$ cat config.mk
export PLATFORM = sky130hd
export DESIGN_NAME = brj_dcell
export DESIGN_NICKNAME = d
export VERILOG_FILES = /design/src/hw/rtl/brj_dcell.sv
export SDC_FILE = /design/constraint.sdc
export NUM_CORES = 1
export LEC_CHECK = 0
export BUFFER_PORTS_ARGS = -buffer_cell sky130_fd_sc_hd__buf_2
export CAP_MARGIN = 10
export CORE_MARGIN = 2
export CORE_UTILIZATION = 46
export DETAILED_ROUTE_END_ITERATION = 12
export MAX_ROUTING_LAYER = met4
export PLACE_DENSITY = 0.78
export SLEW_MARGIN = 20
export SYNTH_ARGS = -nofsm -noshare
export SYNTH_HDL_FRONTEND = slang
export SYNTH_SLANG_ARGS = --single-unit
export TNS_END_PERCENT = 20
$ cat constraint.sdc
create_clock -name clk -period 3.6 [get_ports clk]
set_clock_uncertainty 0.2 [all_clocks]
set_input_delay 0.54 -clock clk [delete_from_list [all_inputs] [get_ports clk]]
set_output_delay 0.54 -clock clk [all_outputs]
set_load 0.01 [all_outputs]
$ cat src/hw/rtl/brj_dcell.sv
// ----------------------------------------------------------------------------
// brj_dcell
// One restoring division step: decides quotient bit K, registered.
// ----------------------------------------------------------------------------
module brj_dcell #(
	parameter int R_W   = 81,
	parameter int DEN_W = 47,
	parameter int Q_W   = 33,
	parameter int K     = 0
) (
	input  logic             clk,
	input  logic             en,
	input  logic [R_W-1:0]   rem_i,
	input  logic [Q_W-1:0]   q_i,
	input  logic [DEN_W-1:0] den_i,
	output logic [R_W-1:0]   rem_o,
	output logic [Q_W-1:0]   q_o,
	output logic [DEN_W-1:0] den_o
);

	logic [R_W-1:0] dsh;
	logic           ge;

	assign dsh = R_W'(den_i) << K;
	assign ge  = (rem_i >= dsh);

	always_ff @(posedge clk) begin
		if (en) begin
			rem_o <= ge ? rem_i - dsh : rem_i;
			q_o   <= ge ? (q_i | (Q_W'(1) << K)) : q_i;
			den_o <= den_i;
		end
	end

endmodule
* Yosys cells after proc, flatten, opt, wreduce, memory -nomap -nowiden
Cells that the tools add are included.
Cells by class: $add $sub $neg 1, magnitude comparators 1, mux-type cells 1
Operator list (count):
- greater-or-equal comparator 81 x 47 -> 1 bit | 1
- 2-to-1 mux 81 bit | 1
- subtractor 81 x 47 -> 81 bit | 1
Word-level totals: flip-flop bits (word level) 161, bits of input ports 163, output and inout port bits 161, logic and storage cells 7

* Depth between registers and ports, before layout
depth after elaboration 2, gate-level depth with buffers 14, mapped depth without buffers 12

* Least setup slack after synthesis
No wires, ideal clock.
path kind input to register, start in rem_i[0], end reg rem_o[76], data pin, setup time 260 ps, arrival 3149 ps, required time 3140 ps, slack -9 ps, cell stages on the path 12, buffers on the path 0, path through inv_1 ha_1 fa_1 nor2b_1 o21bai_1 a2111oi_0 or3_1 a211oi_1 o21ai_0 a31oi_1 o2111ai_1 xnor2_1
On the way: word-level cells in the longest chain between the ends 2, elaborated cells between the ends (all ways) 3, those cells by class add/sub: 1; order compare: 1; mux: 1
RTL lines:
- start, declared | line 13 | input logic [R_W-1:0] rem_i,
- subtractor 81 x 47 -> 81 bit or greater-or-equal comparator 81 x 47 -> 1 bit (tied branches) | line 29, 25
- 2-to-1 mux 81 bit (*) | line 29 | rem_o <= ge ? rem_i - dsh : rem_i;
- end signal, assigned | line 29
- end, declared | line 16 | output logic [R_W-1:0] rem_o,
Every way passes the cells marked *; elsewhere a longest branch is shown, timed or not. A chain may end at the register's enable or synchronous reset.

* Final worst setup path
start in rem_i[0], end reg rem_o[72], data pin
The elaborated chain is that of the path after synthesis.

==> results.py <==
metrics = {
    "pwr": {
        "p_leak_nw": 5.84,
        "powerDensity_mw_per_mm2": 434,
        "p_total_w": 0.00569,
        "peakVddDrop_mv": 0.341,
    },
    "timing": {
        "worst_pin_slew_ns": 0.614,
        "worst_slack_ns": 0.131,
        "finalCriticalPeriod_ns": 3.47,
        "period_share": 0.964,
        "max_slew_margin": 0.587,
        "finalSetupViolCount": 0,
        "maxSlewViolCount": 0,
        "finalHoldViolations": 0,
        "rsz0062_at_grt": "yes",
        "clock.fmax_ghz": 0.288,
    },
    "final_layout": {
        "layout_commonest_cell": "buf_2",
        "drive_above_1_share": 0.381,
        "regArea_sq_mm": 0.00483,
        "final_cell_mix": "buf_2, edfxtp_1, buf_4",
        "nNetsFinal": 1580,
        "fin_area_sq_mm": 0.0131,
        "multi_input_area_sq_mm": 0.00420,
        "fillCellCount": 1618,
        "fin_cells": 1653,
        "syn_to_final_growth_pct": 39.3,
    },
    "yosys": {
        "synth.avg_cell_area_sq_um": 10.3,
        "synthArstFlopShare": 0,
        "yosysSeqAreaShare": 0.513,
        "synth_cells": 911,
        "synth.distinct_cells": 54,
        "ys_ff_latch": 161,
        "synthFlopType": "edfxtp_1",
        "syn-num-nets": 1122,
        "synth_edf_count": 161,
        "syn_area_sq_mm": 0.00942,
        "yosysWarnings": 0,
    },
    "die": {
        "initial_core_util": 0.467,
        "die_area_sq_mm": 0.0216,
        "die_w_um": 147,
        "core_area_sq_mm": 0.0202,
        "placementRows": 52,
        "io_pins": 324,
        "die_h_um": 147,
    },
    "place": {
        "dpl_worst_slack_ns": -0.331,
        "dp.cells": 1620,
        "port_buffers": 323,
        "place_hpwl_um": 24600,
        "placed_area_sq_mm": 0.0125,
        "gp_congestion": 0.945,
    },
    "global_route": {
        "antenna_found_initial": 1,
        "grt_pass1_vias": 8926,
        "grt_max_degree": 69,
        "grt-ovfl-total": 0,
        "grt_pass1_wl_um": 47500,
        "grt_usage": 0.290,
    },
    "min_path": {
        "holdPathStages": 1,
        "holdCritPathClass": "in2reg",
    },
    "detailed_routing": {
        "post_drt_via_cell_ratio": 5.44,
        "routed_wl_um": 30800,
        "vias": 8994,
        "drc": 0,
        "drt_iter0_drc": 751,
        "ant_nets": 0,
        "dr.pass1.iters": 7,
        "wl_per_cell_um": 18.6,
    },
    "worst_setup_path": {
        "path_class": "in2reg",
        "critPathCaptureType": "register",
        "startpoint_type": "primary input",
        "cp.required_ns": 3.58,
        "cp.arrival_ns": 3.45,
        "path_max_fanout": 3,
    },
    "run": {
        "drv_cap": 0,
    },
    "clocking": {
        "htreeDepth": 4,
        "clk_pin_slew_ns": 0.07,
        "max-clock-path-buffers": 2,
        "cts-resized-gates": 0,
        "cts_sinks": 161,
        "clock-root-buffer": "clkbuf_16",
        "holdBufCountCts": 0,
        "cts_tree": "done",
        "post_cts_buffers": 0,
        "cts_buffers": 17,
    },
    "status": {
        "status": "finished, final reports clean",
    },
}
-- final timing paths --
check | from | to
min | q_i[19] | q_o[19]
max | rem_i[0] | rem_o[72]
-- where the power goes --
group          total, W  internal, W  switching [W]  leakage, nW
registers       0.00237      0.00231      0.0000587         1.58
logic           0.00137     0.000618       0.000755         3.97
clock network   0.00195      0.00111       0.000840        0.296
total           0.00569      0.00404        0.00165         5.84
-- synth_stat cells, types with 7 or more instances --
cell type,count,area (sq um)
o21ai_1,8,40.0
edfxtp_1,161,4830
nand3_1,10,50.1
nor2_1,89,334
xor2_1,26,228
ha_1,47,588
a31oi_1,7,43.8
or4_1,7,52.6
inv_1,59,221
o21ai_0,34,170
nor4_1,14,87.6
nand2b_1,8,50.1
nand2_1,68,255
clkbuf_1,31,116
a21oi_1,97,485
o21bai_1,18,135
a211oi_1,7,52.6
nand4_1,24,150
nor3_1,20,100
or3_1,13,81.3
a21o_1,25,188
xnor2_1,53,464
-- layer usage --
layer  vias up  wire length, um  track usage
li1       4266                -            -
met1      4242            12700        0.370
met2       426            15200        0.481
met3        60             2160       0.0410
met4         0              771       0.0971
met5         -                0            -
-- per-stage QoR --
stage	setup TNS, ns	util	hold WS, ns
4_1_cts	0	0.649	0.0700
5_1_grt	-0.000823	0.650	0.0685
3_5_place_dp	-12.32	0.618	0.518
6_report	0	0.650	0.0800
2_1_floorplan	0	-	0.439
3_3_place_gp	-5.97	0.618	0.517
-- layout make-up --
type                            count  share of cell area
Antenna cell                        2            0.000382
Timing Repair Buffer              479               0.221
Clock buffer                       17              0.0324
Sequential cell                   161               0.369
Clock inverter                     14              0.0148
Tap cell                          270              0.0258
Multi-Input combinational cell    651               0.321
Inverter                           59              0.0169
-- worst max-delay path, stage by stage --
cell	delay, ns
buf_2	0.10
inv_1	0.06
ha_1	0.21
fa_1	0.22
nor2b_1	0.07
o21bai_1	0.22
a2111oi_2	0.10
buf_4	0.16
or3_1	0.38
buf_4	0.16
a211o_1	0.35
a221o_1	0.40
a31oi_1	0.19
nand3_1	0.13
xnor2_1	0.15
-- kinds of logic after synthesis --
kind of cell	after synthesis	share of synthesized area
xor gates and xnor gates	79	0.0735
adders and majority gates	48	0.0646
AOI/OAI and AO/OA	236	0.154
buffers and inverters	99	0.0438
DFF	161	0.513
and+or+nand+nor	288	0.151
-- registers in the layout (all words and copies together) (netlist names) --
register,count
den_o,47
rem_o,81
q_o,33
Note: power is estimated with default switching activity, not from simulation.
