### src/hw/rtl/brj_pkg.sv
// ----------------------------------------------------------------------------
// brj_pkg
// Shared types, constants and the arctangent table for the bearing residual
// and Jacobian unit.
// ----------------------------------------------------------------------------
package brj_pkg;

	localparam int POS_WIDTH_DEF     = 32;
	localparam int ANGLE_WIDTH_DEF   = 16;
	localparam int CORDIC_STAGES_DEF = 16;
	localparam int ATAN_LEN          = 24;

	// CORDIC datapath: vectors normalized to [2^40, 2^41), gain and fold headroom
	localparam int CORDIC_W = 45;
	localparam int ZW       = 32;

	// atan(2^-i) as 32-bit binary angle, 2^31 = pi
	localparam logic [ZW-1:0] ATAN_TAB [ATAN_LEN] = '{
		32'd536870912, 32'd316933406, 32'd167458907, 32'd85004756,
		32'd42667331,  32'd21354465,  32'd10679838,  32'd5340245,
		32'd2670163,   32'd1335087,   32'd667544,    32'd333772,
		32'd166886,    32'd83443,     32'd41722,     32'd20861,
		32'd10430,     32'd5215,      32'd2608,      32'd1304,
		32'd652,       32'd326,       32'd163,       32'd81
	};

	localparam logic [ZW-1:0] ANGLE_PI = 32'h8000_0000;

	typedef enum logic [1:0] {
		REG_MARKER_X      = 2'd0,
		REG_MARKER_Y      = 2'd1,
		REG_SENSOR_OFFSET = 2'd2
	} cfg_reg_t;

	// vector handed from one CORDIC cell to the next
	typedef struct packed {
		logic signed [CORDIC_W-1:0] x;
		logic signed [CORDIC_W-1:0] y;
		logic [ZW-1:0]              z;
		logic                       zero;
	} cvec_t;

endpackage

### src/hw/rtl/brj_cnorm.sv
// ----------------------------------------------------------------------------
// brj_cnorm
// Two-stage front end of an atan2 chain: magnitude scaling to [2^40, 2^41)
// and left half plane fold.
// ----------------------------------------------------------------------------
module brj_cnorm #(
	parameter int IN_W = 33
) (
	input  logic                   clk,
	input  logic                   en,
	input  logic signed [IN_W-1:0] x_i,
	input  logic signed [IN_W-1:0] y_i,
	output brj_pkg::cvec_t         vec_o
);
	import brj_pkg::*;

	logic [IN_W-1:0] ax, ay, m;
	logic [6:0]      blen;

	logic [IN_W-1:0] ax_s1, ay_s1;
	logic            negx_s1, negy_s1, zero_s1;
	logic [6:0]      blen_s1;

	logic [63:0]          mx, my;
	logic                 fold;
	logic signed [CORDIC_W-1:0] xm, ym;

	always_comb begin
		ax = x_i[IN_W-1] ? IN_W'(-x_i) : IN_W'(x_i);
		ay = y_i[IN_W-1] ? IN_W'(-y_i) : IN_W'(y_i);
		m  = (ax > ay) ? ax : ay;
		blen = '0;
		for (int i = 0; i < IN_W; i++) begin
			if (m[i]) begin
				blen = 7'(i + 1);
			end
		end
	end

	always_ff @(posedge clk) begin
		if (en) begin
			ax_s1   <= ax;
			ay_s1   <= ay;
			negx_s1 <= x_i[IN_W-1];
			negy_s1 <= y_i[IN_W-1];
			zero_s1 <= (m == '0);
			blen_s1 <= blen;
		end
	end

	// magnitude truncation toward zero, sign reapplied afterwards
	always_comb begin
		if (blen_s1 > 7'd41) begin
			mx = 64'(ax_s1) >> (blen_s1 - 7'd41);
			my = 64'(ay_s1) >> (blen_s1 - 7'd41);
		end else begin
			mx = 64'(ax_s1) << (7'd41 - blen_s1);
			my = 64'(ay_s1) << (7'd41 - blen_s1);
		end
		fold = negx_s1 && (mx[40:0] != '0);
		xm   = CORDIC_W'(mx[40:0]);
		ym   = CORDIC_W'(my[40:0]);
	end

	always_ff @(posedge clk) begin
		if (en) begin
			vec_o.x    <= xm;
			vec_o.y    <= (negy_s1 ^ fold) ? -ym : ym;
			vec_o.z    <= fold ? ANGLE_PI : '0;
			vec_o.zero <= zero_s1;
		end
	end

endmodule

### config.mk
export PLATFORM = sky130hd
export DESIGN_NAME = brj_cnorm
export DESIGN_NICKNAME = d
export VERILOG_FILES = /design/src/hw/rtl/brj_pkg.sv /design/src/hw/rtl/brj_cnorm.sv
export SDC_FILE = /design/constraint.sdc
export NUM_CORES = 1
export LEC_CHECK = 0
export BUFFER_PORTS_ARGS = -buffer_cell sky130_fd_sc_hd__buf_2
export CAP_MARGIN = 20
export CORE_UTILIZATION = 50
export DETAILED_ROUTE_END_ITERATION = 10
export MAX_ROUTING_LAYER = met4
export PLACE_DENSITY = 0.72
export RECOVER_POWER = 25
export SYNTH_ARGS = -nofsm -noshare
export SYNTH_HDL_FRONTEND = slang
export SYNTH_SLANG_ARGS = --single-unit
### constraint.sdc
create_clock -name clk -period 6.3 [get_ports clk]
set_clock_uncertainty 0.2 [all_clocks]
set_input_delay 0 -clock clk [delete_from_list [all_inputs] [get_ports clk]]
set_output_delay 0 -clock clk [all_outputs]
set_load 0.01 [all_outputs]
* Word-level counts from Yosys, hierarchy flattened
Cells that the tools add are included.
** Word-level totals
- Logic and storage cells :: 69
- Bits in registers :: 195
- Memories :: 0
- Bits in read-only memories :: 0
- Bits in writable memories :: 0
- Bits of input ports :: 68
- Bits in latches :: 0
** Operators by class
- Bitwise operators :: 1
- Add/sub/neg operators :: 5
- Muxes and demuxes :: 39
- Order comparisons :: 2
- Divide/modulo/power cells :: 0
- Multipliers :: 0
- Shift operators :: 4
- Equality and inequality tests :: 0
- Reductions and logical operators :: 5
** Operators by type and width (number)
- 6-bit 2-to-1 mux :: 30
- 41-bit 2-to-1 mux :: 3
- 33-bit 2-to-1 mux :: 3
- 33-bit by 7-bit << shifter with 41-bit output :: 2
- 33-bit by 7-bit >> shifter with 41-bit output :: 2
- 33-bit negation :: 2
- 41-bit negation with 45-bit output :: 1
- 41-bit nonzero test :: 1
- 33-bit > comparator :: 1
- 33-bit logical NOT :: 1
- 32-bit 2-to-1 mux :: 1
- 32-bit OR reduction :: 1
- 7-bit by 6-bit > comparator with 1-bit output (second input constant) :: 1
- 6-bit by 7-bit subtractor with 7-bit output (first input constant) :: 1
- 7-bit by 6-bit subtractor with 7-bit output (second input constant) :: 1
- 1-bit 2-to-1 mux :: 2
- 2-bit OR reduction :: 1
- 1-bit logical AND :: 1
- 1-bit bitwise XOR :: 1

* Logic depth before layout (Yosys ltp)
Gate-level depths: netlist of the first run.
- Depth after elaboration :: 36
- Gate-level depth with buffers :: 27
- Depth with buffers taken out :: 20

* Worst setup path before layout of the first run
Ideal clock, no wire load.
- Kind :: register to register
- From :: reg blen_s1[0]
- To :: reg vec_o[73] in the netlist's numbering (data pin)
- Data arrival time :: 5.831 ns
- Slack :: 0.006 ns
- Cell stages (with the launch flop) :: 28
- Setup time :: 0.264 ns
- Buffers on the path :: 12
- Required time :: 5.836 ns
- Cells stage by stage :: edfxtp_1 buf_2 buf_6 buf_6 buf_2 buf_2 buf_2 buf_2 inv_1 ha_1 buf_6 buf_2 buf_2 buf_2 mux4_2 mux2i_1 mux2_2 nor2_1 a211o_1 inv_1 ha_1 and2_0 and4b_1 and4b_1 and2_0 buf_2 a31oi_1 xor2_1
** Between the ends
- Word-level cells in the longest chain between the ends :: 7
- Elaborated cells between the ends (all ways) :: 14
- Classes of those cells :: 3 x add/sub; 1 x order compare; 4 x shift; 3 x mux; 1 x bitwise; 2 x reduce/logical
** Ends and longest elaborated chain
- from (decl) :: line brj_cnorm.sv:22 : logic [6:0] blen_s1;
- from (signal assigned) :: line brj_cnorm.sv:47 : blen_s1 <= blen;
- parallel branches: the longest is 6 deep, another holds 41-bit negation with 45-bit output
- 41-bit 2-to-1 mux * :: line brj_cnorm.sv:68 : vec_o.y <= (negy_s1 ^ fold) ? -ym : ym;
- to (decl) :: line brj_cnorm.sv:13 : output brj_pkg::cvec_t vec_o
Mark *: on every way between the ends.
A chain may end at the register's enable or synchronous reset.

* Worst setup path in the final report of the first run
- From :: in y_i[17]
- To :: reg blen_s1[1] (data pin)
** Between the ends
- Word-level cells in the longest chain between the ends :: 34
- Elaborated cells between the ends (all ways) :: 35
- Classes of those cells :: 1 x add/sub; 1 x order compare; 32 x mux; 1 x reduce/logical
** Ends and longest elaborated chain
- from (decl) :: line brj_cnorm.sv:12 : input logic signed [IN_W-1:0] y_i,
- 33-bit negation :: line brj_cnorm.sv:30 : ay = y_i[IN_W-1] ? IN_W'(-y_i) : IN_W'(y_i);
- 33-bit 2-to-1 mux * :: line brj_cnorm.sv:30
- 33-bit > comparator :: line brj_cnorm.sv:31 : m = (ax > ay) ? ax : ay;
- 33-bit 2-to-1 mux * :: line brj_cnorm.sv:31
- 6-bit 2-to-1 mux (30 in series) :: line brj_cnorm.sv:34 : if (m[i]) begin
Every way passes the cells marked *; elsewhere a longest branch is shown, timed or not.

==> summary.txt, run 1 <==
Run status
  • Status: finished with violations
  • Failing checks: max-capacitance violations, max-slew violations

Hold path
  • Hold WC Path Type: register to register
  • Hold Crit Endpoint: vec_o[0]
  • Worst hold stages: 0
  • Min-Delay Startpoint: zero_s1

STA
  • Crit path time final: 5.77 ns
  • Final Hold Vio Count: 0
  • Min Hold Slack: 0.323 ns
  • F_max: 0.173 GHz
  • Rel. slew slack: -2.16
  • # setup viols final: 0
  • Worst-Margin Slew: 4.74 ns
  • Setup_tns: 0 ns
  • Fin crit share: 0.915
  • RSZ-0062 raised after global routing: no
  • Max Transition Viols Final: 173

Pwr
  • Seq pwr share: 0.219
  • Pwr/cell area: 396 nW/µm²
  • Maximum vdd drop: 0.000280 V
  • Leakage power total: 7.68 nW
  • Part of the power in combinational logic: 0.656
  • Switching Fraction: 0.481
  • Int Pwr: 4.13 mW
  • Clock share of power: 0.125
  • Total power: 7.95 mW
  • P_sw: 3.82 mW

Cells and area
  • Post-layout util: 0.579
  • Most frequent cells in the layout: 170 x nand2_1, 163 x edfxtp_1, 137 x nor2_1
  • Layout cell share with drive strength beyond 1: 0.186
  • Register area: 4890 µm²
  • Layout Nets: 2090
  • Multi-input gate area: 11900 µm²
  • Commonest non-fill, non-tap cell in the layout: nand2_1
  • Synth-to-layout area growth: 13.4%
  • Filler cells: 3005
  • Fin area: 20100 µm²

Detailed routing
  • Initial DRC Count: 2582
  • Vias: 16.9k
  • TritonRoute pass-1 iters: 6
  • Via density: 6.87
  • Final ANT Viol Nets: 0
  • Final WL: 63100 µm
  • DRC violations left: 0
  • WL per Instance: 25.7 µm

Clock tree
  • Total CTS buffers: 17
  • Root Buffer: clkbuf_16
  • TritonCTS clock tree: done
  • Clock latency on the worst-skew pair: 0.44 ns
  • Count of cells resized by post-cts repair: 0
  • Clock H-tree levels: 4
  • Clock tree buffer depth: 2
  • Reg clk slew, reported paths: 0.07 ns
  • Sink Count: 163

Setup path
  • Worst path bufs/invs: 3
  • Worst r2r dst: vec_o[73]
  • Flop2flop setup slack: 0.75 ns
  • Worst r2r src: blen_s1[1]
  • R2R cell count: 13
  • CP endpoint kind: register
  • Crit Path Category: input port to register
  • Slowest-stage cell, CP: dlygate4sd3_1
  • Critical path cell sequence: dlygate4sd3_1 -> buf_2 -> or4_1 -> or3_1 -> or4_1 -> o41ai_1 -> xor2_1 -> ha_1 -> a21oi_1 -> nor2b_1 -> o21ai_0 -> a21oi_1 -> o211ai_1 -> o211ai_1 -> o2bb2ai_1 -> a21oi_1 -> buf_4 -> mux2_2 -> or2_0 -> a311oi_1
  • Worst Path Max Fanout: 14
  • CP top delay family: simple AND/OR/NAND/NOR gates
  • Slowest stage delay, CP: 0.57 ns
  • Required @ worst endpoint: 6.35 ns
  • CP Launch Type: input port
  • Crit path arrival time: 5.81 ns
  • Most frequent CP cell: a21oi_1

Global route
  • First-pass GRT wire length: 95600 µm
  • All-layer global routing usage: 0.358
  • Antenna violations before repair: 1
  • Grt ovf: 0
  • Vias in the first global route: 15.4k
  • Maximum number of pins on one net before global-route repair: 151

Logic synthesis
  • Top cell type's share of synthesized area: 0.276
  • Mean post-synth cell area: 9.83 µm²
  • Ys async rst share: 0
  • Synthesized area: 17700 µm²
  • Top cells by area, synth: edfxtp_1 28%, mux4_2 17%, mux2i_1 4.6%, mux2_2 3.9%, nand2_1 3.6%
  • Synth cell types: 85
  • Post-Synthesis Cells: 1804
  • Post-synthesis register bit count: 163
  • Sequential area share after synthesis: 0.276
  • Synth warn: 0
  • EDFF count, synth: 163
  • Cell taking the most area after synthesis: edfxtp_1
  • Post-synth top flop: edfxtp_1

Place
  • Port bufs: 155
  • Detailed Place HPWL: 47500 µm
  • GPL Wtd Cong: 1.09
  • DP Area: 18900 µm²

Floorplan
  • IO Count: 191
  • Initial core utilization: 0.511
  • Die W: 190 µm
  • Total core area: 34700 µm²
  • Rows: 68
  • Die Height: 190 µm
  • Die area: 36200 µm²

Run
  • Total of max-cap violations: 3
-- stage by stage --
step           setup WS, ns  instances
2_1_floorplan       0.00568       1838
3_5_place_dp          0.779       2339
6_report              0.534       2452
3_3_place_gp          0.670       2338
4_1_cts               0.691       2451
5_1_grt               0.264       2452
-- cell families after synthesis --
group / after synthesis / share of synthesized area
AO/OA/AOI/OAI: 412 / 0.162
XOR/XNOR: 112 / 0.0568
adder cells (fa/ha/maj): 38 / 0.0268
buffers and inverters: 232 / 0.0651
flip-flops: 163 / 0.276
multiplexers: 279 / 0.257
other: 1 / 0.000211
AND/OR/NAND/NOR: 567 / 0.157
-- Yosys cell counts (all sizes together), types with 32 or more instances --
cell type and number:
a21oi 79, and3 32, buf 114, clkbuf 45
edfxtp 163, ha 38, inv 73, mux2 64
mux2i 81, mux4 134, nand2 170, nand3 52
nor2 137, nor3 38, o21ai 66, xnor2 70
xor2 42
-- state kept, by name (all words and copies together) (netlist names) --
signal   cells
ay_s1       33
negx_s1      1
negy_s1      1
ax_s1       33
zero_s1      1
blen_s1      6
vec_o       88
-- power by group through the flow --
stage          Sequential (mW)  Combinational (mW)  Clock, mW
2_1_floorplan             1.79                3.47          0
3_3_place_gp              1.74                5.01          0
3_5_place_dp              1.75                5.04          0
4_1_cts                   1.73                5.10       1.00
5_1_grt                   1.77                5.52       1.04
6_report                  1.74                5.22      0.994
-- layout make-up --
cell class                 instances  share of cell area
inverter                          73              0.0136
sequential                       163               0.243
clock buffer                      17              0.0212
multi-input combinational       1443               0.593
clock inverter                    14             0.00591
timing repair buffer             286              0.0940
antenna                            1            0.000124
tap                              455              0.0283
-- how the worst max path moves through the flow --
| stage | start | endpoint | slack [ns] | cells after the start |
|---|---|---|---|---|
| floorplan | blen_s1[0] | vec_o[73] | 0.006 | 27 |
| global placement | blen_s1[2] | vec_o[73] | 0.67 | 15 |
| detailed placement | y_i[18] | blen_s1[1] | 0.78 | 19 |
| CTS | y_i[18] | blen_s1[1] | 0.69 | 20 |
| global route | x_i[32] | blen_s1[1] | 0.26 | 19 |
| finish | y_i[17] | blen_s1[1] | 0.53 | 20 |
-- per-layer routing --
layer / vias to the layer above / track usage / part of all wire
met5: - / - / 0
met4: 0 / 0.152 / 0.042
met3: 203 / 0.0565 / 0.11
met2: 1272 / 0.530 / 0.44
met1: 8066 / 0.486 / 0.40
li1: 7316 / - / -
-- repair_timing --
item	in CTS	in global routing
hold buffers	81	0
endpoints found under the setup margin	0	0
hold endpoints to repair	155	0
setup buffers	0	0
No activity file was read; power rests on OpenSTA's default activity.
==> run 2, diff against run 1 <==
Settings changed: BUFFER_PORTS_ARGS -buffer_cell sky130_fd_sc_hd__buf_2 to -buffer_cell sky130_fd_sc_hd__buf_4.
==> run 2 against run 1 <==
Against the previous run:
- the run still ends with max-capacitance violations, max-slew violations left
- non-clock buffer count is 8 higher
- cell count is 0.33% higher
- fmax is 1.6% lower
- global-route usage is 1.0 points higher
- die area stayed put
- largest power group unchanged
==> summary.txt, run 2 (synthesis gave the netlist of run 1 again) <==
Detailed routing
  • Final WL: 65100 µm
  • Vias: 16.6k
  • Met2 WL: 29100 µm
  • Met3 wire length: 6150 µm
  • Max layer used: met4
  • Initial DRC Count: 2201
  • Met1 Wirelength: 26800 µm
  • Final ANT Viol Nets: 0
  • DRC violations left: 0
  • WL per Instance: 26.5 µm
  • Via density: 6.75
  • TritonRoute pass-1 iters: 6

Setup path
  • CP endpoint kind: register
  • Worst path bufs/invs: 2
  • Critical path cell sequence: buf_12 -> nor2b_1 -> xnor2_2 -> buf_4 -> and3_1 -> a211oi_1 -> a221oi_1 -> nor2b_1 -> and4b_1 -> and4b_1 -> and2_0 -> a31oi_1 -> xor2_1
  • Slowest-stage cell, CP: xnor2_2
  • Crit path arrival time: 5.85 ns
  • Required @ worst endpoint: 6.29 ns
  • CP top delay family: simple AND/OR/NAND/NOR gates
  • Crit Path Category: register to register
  • CP Launch Type: register
  • Slowest stage delay, CP: 0.83 ns
  • Worst Path Max Fanout: 159

Floorplan
  • Rows: 68
  • Total core area: 34700 µm²
  • IO Count: 191
  • Die Height: 190 µm
  • Die W: 190 µm
  • Initial core utilization: 0.511
  • Die area: 36200 µm²

Pwr
  • Total power: 8.04 mW
  • Leakage power total: 7.79 nW
  • Pwr/cell area: 396 nW/µm²
  • Maximum vdd drop: 0.000207 V

Clock tree
  • Reg clk slew, reported paths: 0.08 ns
  • Total CTS buffers: 17
  • TritonCTS clock tree: done
  • Sink Count: 163
  • Post-CTS Setup Bufs: 0
  • Clock H-tree levels: 4
  • Clock latency on the worst-skew pair: 0.44 ns
  • Clock tree buffer depth: 2
  • Root Buffer: clkbuf_16

STA
  • Min Hold Slack: 0.318 ns
  • Fin crit share: 0.930
  • Slack of the critical path: 0.440 ns
  • RSZ-0062 raised after global routing: no
  • Setup_tns: 0 ns
  • Crit path time final: 5.86 ns
  • Worst-Margin Slew: 4.97 ns
  • # setup viols final: 0
  • Final Hold Vio Count: 0
  • F_max: 0.171 GHz
  • Max Transition Viols Final: 179
  • Rel. slew slack: -2.31

Global route
  • Maximum number of pins on one net before global-route repair: 160
  • Grt ovf: 0
  • All-layer global routing usage: 0.368
  • Vias in the first global route: 15.3k
  • First-pass GRT wire length: 97100 µm
  • Antenna violations before repair: 1

Place
  • Port bufs: 155
  • GPL Wtd Cong: 1.02
  • # placed instances: 2345
  • DP Area: 19300 µm²
  • Setup Slack @ Placement: 0.617 ns
  • Detailed Place HPWL: 49400 µm

Cells and area
  • Layout Nets: 2098
  • Post-layout util: 0.585
  • Multi-input gate area: 11900 µm²
  • Layout cell share with drive strength beyond 1: 0.188
  • Fin area: 20300 µm²
  • Register area: 4890 µm²
  • Max FFs per register: 88
  • Fin cells: 2460
  • Biggest registers after layout: vec_o x88, ax_s1 x33, ay_s1 x33
  • Largest register by flop count: vec_o
  • Filler cells: 3050
  • Most frequent cells in the layout: 170 x nand2_1, 163 x edfxtp_1, 137 x nor2_1
  • Commonest non-fill, non-tap cell in the layout: nand2_1
  • Synth-to-layout area growth: 14.6%

Run status
  • Status: finished with violations
  • Failing checks: max-capacitance violations, max-slew violations

Run
  • Total of max-cap violations: 3

Hold path
  • Hold WC Path Type: input port to register
run 2: changes by cell type in the layout (fill, tap and decap cells not counted):
cell	change
buf_4	+69
buf_8	-1
clkinvlp_4	-2
bufinv_16	+1
clkinv_4	+1
clkinv_1	+1
inv_8	-2
dlygate4sd3_1	+2
xnor2_1	+1
xnor2_2	-1
clkinv_2	+1
buf_2	-62
run 2: repair_timing:
action	CTS	global route
resized for setup	0	0
endpoints found under the hold margin	162	0
hold buffers	83	0
run 2: where the power goes:
group / internal (mW) / leakage (nW) / total (mW) / switching, mW
clock: 0.547 / 0.268 / 1.03 / 0.479
combinational: 2.08 / 5.89 / 5.27 / 3.19
sequential: 1.56 / 1.62 / 1.75 / 0.181
run 2: worst paths after layout:
check	from	endpoint	slack, ns	cells after the start
max	blen_s1[0]	vec_o[73]	0.44	13
min reg2reg	zero_s1	vec_o[0]	0.33	0
min	y_i[31]	ay_s1[31]	0.32	4
max reg2reg	blen_s1[0]	vec_o[73]	0.44	13
run 2: worst reg2reg max path: stages, from the launching register on:
cell and delay [ns]:
edfxtp_1 0.40, buf_12 0.67, nor2b_1 0.36, xnor2_2 0.83, buf_4 0.42, and3_1 0.27, a211oi_1 0.07, a221oi_1 0.63
nor2b_1 0.34, and4b_1 0.36, and4b_1 0.31, and2_0 0.44, a31oi_1 0.17, xor2_1 0.16
run 2: layer usage:
layer,vias up,GRT usage
li1,7330,-
met1,8059,0.498
met4,0,0.174
met2,1067,0.547
met3,153,0.0486
met5,-,-
run 2: layout make-up:
cell class,instances,area share
antenna,1,0.000123
clock inverter,14,0.00634
clock buffer,17,0.0209
timing repair buffer,294,0.104
sequential,163,0.241
tap,455,0.0280
multi-input combinational,1443,0.587
inverter,73,0.0135
